$ cat src/hw/rtl/saa_pkg.sv
// Shared types, constants and command/status bundles for the shelf atlas allocator.
package saa_pkg;

    localparam int DIM_W           = 10;
    localparam int HQ_W            = 11;
    localparam int AREA_W          = 2 * DIM_W;
    localparam int TEXEL_W         = 26;
    localparam int STATUS_W        = 2;
    localparam int PAGE_IDX_W      = 3;
    localparam int POS_W           = 11;
    localparam int PAGES_OPEN_W    = 4;
    localparam int HEIGHT_QUANT    = 8;
    localparam int DIM_LIMIT_RESET = 512;

    localparam int PAGE_SIZE_DEF        = 2048;
    localparam int MAX_PAGES_DEF        = 8;
    localparam int SHELVES_PER_PAGE_DEF = 128;

    localparam logic [TEXEL_W-1:0] TEXEL_MAX = {TEXEL_W{1'b1}};

    typedef enum logic [STATUS_W-1:0] {
        RES_PLACED = 2'd0,
        RES_REJECT = 2'd1,
        RES_FULL   = 2'd2
    } res_t;

    typedef enum logic [2:0] {
        ST_IDLE,
        ST_PAGE,
        ST_SCAN,
        ST_TAIL,
        ST_NEWPAGE,
        ST_DONE
    } state_t;

    typedef struct packed {
        logic accept;
        logic scan_first;
        logic scan_next;
        logic page_next;
        logic place_hit;
        logic open_shelf;
        logic open_page;
        logic finish;
        res_t res;
    } saa_cmd_t;

    typedef struct packed {
        logic reject;
        logic page_live;
        logic room_pages;
        logic shelf_none;
        logic hit;
        logic last_shelf;
        logic tail_fits;
        logic out_free;
    } saa_sts_t;

endpackage

$ cat src/hw/rtl/saa_ctrl.sv
// Sequencer for the page and shelf search of the atlas allocator.
module saa_ctrl
(
    input  logic              clk,
    input  logic              rst_n,
    input  logic              req_valid,
    output logic              req_ready,
    input  saa_pkg::saa_sts_t sts,
    output saa_pkg::saa_cmd_t cmd
);
    import saa_pkg::*;

    state_t state_reg;
    state_t state_next;
    res_t   res_reg;
    res_t   res_next;

    always_ff @(posedge clk or negedge rst_n)
    begin
        if (!rst_n)
        begin
            state_reg <= ST_IDLE;
            res_reg   <= RES_PLACED;
        end
        else
        begin
            state_reg <= state_next;
            res_reg   <= res_next;
        end
    end

    always_comb
    begin
        state_next = state_reg;
        res_next   = res_reg;
        cmd        = '0;
        cmd.res    = res_reg;
        req_ready  = 1'b0;
        unique case (state_reg)
            ST_IDLE:
            begin
                req_ready  = 1'b1;
                cmd.accept = req_valid;
                if (req_valid)
                begin
                    state_next = ST_PAGE;
                end
            end
            ST_PAGE:
            begin
                if (sts.reject)
                begin
                    res_next   = RES_REJECT;
                    state_next = ST_DONE;
                end
                else if (sts.page_live)
                begin
                    if (sts.shelf_none)
                    begin
                        state_next = ST_TAIL;
                    end
                    else
                    begin
                        cmd.scan_first = 1'b1;
                        state_next     = ST_SCAN;
                    end
                end
                else if (sts.room_pages)
                begin
                    state_next = ST_NEWPAGE;
                end
                else
                begin
                    res_next   = RES_FULL;
                    state_next = ST_DONE;
                end
            end
            ST_SCAN:
            begin
                if (sts.hit)
                begin
                    cmd.place_hit = 1'b1;
                    res_next      = RES_PLACED;
                    state_next    = ST_DONE;
                end
                else if (!sts.last_shelf)
                begin
                    cmd.scan_next = 1'b1;
                end
                else
                begin
                    state_next = ST_TAIL;
                end
            end
            ST_TAIL:
            begin
                if (sts.tail_fits)
                begin
                    cmd.open_shelf = 1'b1;
                    res_next       = RES_PLACED;
                    state_next     = ST_DONE;
                end
                else
                begin
                    cmd.page_next = 1'b1;
                    state_next    = ST_PAGE;
                end
            end
            ST_NEWPAGE:
            begin
                cmd.open_page = 1'b1;
                res_next      = RES_PLACED;
                state_next    = ST_DONE;
            end
            ST_DONE:
            begin
                if (sts.out_free)
                begin
                    cmd.finish = 1'b1;
                    state_next = ST_IDLE;
                end
            end
            default:
            begin
                state_next = ST_IDLE;
            end
        endcase
    end

endmodule

$ cat config.mk
export PLATFORM = sky130hd
export DESIGN_NAME = saa_ctrl
export DESIGN_NICKNAME = d
export VERILOG_FILES = /design/src/hw/rtl/saa_pkg.sv /design/src/hw/rtl/saa_ctrl.sv
export SDC_FILE = /design/constraint.sdc
export NUM_CORES = 1
export LEC_CHECK = 0
export CAP_MARGIN = 30
export CORE_AREA = 8 8 45 47
export CTS_CLUSTER_SIZE = 14
export DETAILED_ROUTE_END_ITERATION = 6
export DIE_AREA = 0 0 53 55
export DONT_BUFFER_PORTS = 1
export HOLD_SLACK_MARGIN = 0.08
export PLACE_DENSITY = 0.53
export SETUP_SLACK_MARGIN = 0.4
export SYNTH_ARGS = -nofsm -noshare
export SYNTH_HDL_FRONTEND = slang
export SYNTH_SLANG_ARGS = --single-unit
$ cat constraint.sdc
create_clock -name clk -period 1.91 [get_ports clk]
set_input_delay 0.191 -clock clk [delete_from_list [all_inputs] [get_ports clk]]
set_output_delay 0.191 -clock clk [all_outputs]
set_load 0.02 [all_outputs]
# ---- After elaboration in Yosys (flattened, before gate mapping)
# Index checks and enable logic that the tools add are counted.
dict set report word_totals {
  regBits 5
  input_bits 11
}
dict set report op_classes {
  n_eq_ne 12
  n_mux 34
  n_reduce_logical 4
}
# cell count
set op_table {}
lappend op_table {{$mux W3} 7}
lappend op_table {{$mux W1} 20}
lappend op_table {{$pmux W3 S6} 1}
lappend op_table {{$mux W2} 5}
lappend op_table {{$ne A3 B3 Y1 const B} 3}
lappend op_table {{$ne A2 B2 Y1 const B} 4}
lappend op_table {{$pmux W2 S4} 1}
lappend op_table {{$eq A3 B2 Y1 const B} 2}
lappend op_table {{$eq A3 B3 Y1 const B} 2}
lappend op_table {{$reduce_and A5 Y1} 1}
lappend op_table {{$reduce_bool A4 Y1} 1}
lappend op_table {{$eq A3 B1 Y1 const B} 1}
lappend op_table {{$logic_not A3 Y1} 1}
lappend op_table {{$reduce_and A3 Y1} 1}

# ---- Longest topological paths before layout
dict set report depth {
  depth_word 4
  ltp_mapped 5
  depth_no_buf 4
}

# ---- Worst setup path after synthesis
# OpenSTA, ideal clock, no wires.
dict set report synth_timing {
  path_type {reg-to-output}
  from {register state_reg[0]}
  to {output cmd[9] in the netlist's numbering}
  arrival_time_ns 1.425
  required_ns 1.719
  slack_ns 0.294
  stages_incl_launch_ff 4
  n_path_buf 1
  cell_sequence {dfrtp_1 > buf_4 > nor3_1 > and2_1}
}
# item line_no
set synth_rtl {}
lappend synth_rtl {{from (decl)} saa_ctrl.sv:13} ;# state_t state_reg;
lappend synth_rtl {{from (signal assigned)} saa_ctrl.sv:27} ;# state_reg <= state_next;
lappend synth_rtl {{to (decl)} saa_ctrl.sv:9} ;# output saa_pkg::saa_cmd_t cmd

==> metrics <==
final setup margin 403 ps; grt ovf 0; vias per cell 5.52; register area 129 um2; Async S/R FF share, synth 100%; crit-path max cell delay 450 ps; Slew headroom a little over two thirds; sequential share of power 32.5%; Syn Area/Cell 7.96 um2; vias in the first global route 408; PD cells around 1400 nW/um2; Lkg Pwr 0.235 nW; endpoints failing setup 0; die height 55 um; Syn. warnings 0; CP required 1720 ps; status complete, no violations; Hold Path Class input port to flop; Max clock buf depth 2; largest net degree at the start of global routing 17; Port Buffers 0; antenna violations before repair 0; combinational group share of total power a little over half; CTS root buffer clkbuf_4; n_diodes 0; drt first pass iters 4; Crit Path Category flop to primary output; sequential element share of the synthesized area between 30 and 40%; critical path launch point state_reg[1]$_DFFE_PN0P_; top_reg_cell synth dfrtp_1; most common cell after layout, fill and taps aside buf_4; Util after Layout 41.9%; Synth-to-Final Area Change 39.9%; clock-pin slew on the worst setup and hold paths 40 ps; Total GRT Usage under 10%; max cap viols 0; min cycle time layout 1510 ps; first-pass GRT wire length 1940 um; Post-synth EDFFs 0; setup tns final 0 ps; CTS Buf Count 3; Pins Over Slew Limit 0; share of cells above drive strength 1 approximately 36%; die width 53 um; Tcrit/Tclk final 78.9%; most used cell, CP buf_4; row cnt 14; Worst Tran Pin Value 450 ps; Placeable Area 1380 um2; Via Count 453; synthesis-stage register bit count 5; Die ar. 2920 um2; antenna viol nets, final 0; worst reg2reg path startpoint state_reg[1]$_DFFE_PN0P_; critical path's slowest cell dfrtp_2; Syn Nets 63; Min-Delay Startpoint sts[7]; endpoint class of the critical path primary output; fill cell count ~150; dpl ws 289 ps; area taken by multi-input logic gates 297 um2; Final #Nets 78; switch share between 40% and 50%; cell chain of the critical path buf_4 > nor4_4 > buf_4; RSZ-0062 raised after global routing true; mapped cell area 414 um2; CTS HTree Levels 1; most frequent cells in the layout 10 x buf_4, 4 x nand2_1, 4 x nor2_1, 4 x nand2b_1, 4 x o21ai_0; final wirelength roughly 1300 um; CTS Sinks 5; Critical Path Start Type flop; max reg flops 3; CP bufs+invs 2; crit-path max FO 8; internal power between 0.4 and 0.5 mW; clk_lat worst skew 240 ps; CTS tree done; Wirelength per Cell 16.2 um; Cell variety after synth 25; Post-Syn Instances 52; Critical Path AT 1320 ps; FMAX 664 MHz; Final HPWL DP between 900 and 1000 um; 1st-iter DRT viols 4; worst vdd ir roughly 400 uV; clock power share 14.6%; # IOs 22; Final Hold Fails 0; net load switching power 0.385 mW; CP delay by family, top flip-flops; # DRC 0; initial cell density of the core 29.9%; Final GP Congestion between 0.7 and 0.8; clock skew 1.09 ps
==> per-layer routing <==
| layer | GRT usage [%] | vias up | wire, um |
|---|---|---|---|
| met5 | 0 | - | 0 |
| met4 | 6.47 | 0 | 0 |
| met1 | 9.36 | 218 | 581 |
| met2 | 15.6 | 10 | 700 |
| li1 | - | 225 | - |
| met3 | 1.87 | 0 | 48 |
==> metrics by stage <==
step / hold WS (ps) / area, um2 / power, mW / instances
after floorplan: -105 / 425 / 0.535 / 52
after global placement: -104 / 464 / 0.594 / 71
after detailed placement: -104 / 464 / 0.595 / 71
after CTS: 83.9 / 517 / 0.734 / 77
after global routing: 115 / 579 / 0.869 / 82
final: 95.5 / 579 / 0.806 / 82
==> final timing paths <==
path / depth (start not counted) / end / slack (ps)
worst max register to register: 4 / state_reg[0]$_DFFE_PN0P_ / 480
worst min-delay path: 2 / res_reg[0]$_DFFE_PN0P_ / 100
min in group asynchronous: 1 / state_reg[2]$_DFFE_PN0P_ / 250
worst max-delay path: 3 / cmd[8] / 400
worst min register to register: 2 / res_reg[1]$_DFFE_PN0P_ / 670
max in group asynchronous: 1 / state_reg[1]$_DFFE_PN0P_ / 1460
==> synthesized netlist by cell type, types with 2 or more instances <==
library cell | n | area, um2
nor2_1 | 4 | 15.0
a32oi_1 | 2 | 17.5
and2_1 | 3 | 18.8
a21oi_1 | 2 | 10.0
nor4_1 | 2 | 12.5
inv_1 | 2 | 7.51
o21ai_0 | 4 | 20.0
nand2_1 | 4 | 15.0
nor3_1 | 3 | 15.0
buf_4 | 2 | 15.0
dfrtp_1 | 5 | 125
o32ai_1 | 2 | 17.5
nand2b_1 | 5 | 31.3
==> what timing repair did <==
action,4_1_cts,5_1_grt
hold endpoints to repair,6,0
endpoints found under the setup margin,9,7
resized for setup,5,7
hold buffers,2,0
buffers inserted,0,5
pin swaps,0,2
==> cell families after synthesis <==
| group | share of synthesized area (%) |
|---|---|
| mux | 2.72 |
| compound gates | 21.2 |
| simple gates | 35.6 |
| buf+inv | 8.16 |
| xor+xnor | 2.12 |
| flops | 30.2 |
==> power groups by stage <==
stage	combinational [mW]	sequential, mW	clock (mW)
after floorplan	0.338	0.198	0
after global placement	0.322	0.272	0
after detailed placement	0.324	0.271	0
after CTS	0.334	0.275	0.125
after global routing	0.469	0.270	0.130
final	0.427	0.262	0.117
==> final cells by class <==
cell class	count	area share (%)
multi-input combinational	42	51.2
tap	16	3.46
clock buffer	4	4.54
inverter	2	1.30
timing repair buffer	13	17.3
sequential	5	22.2
No activity file was read; power rests on OpenSTA's default activity.
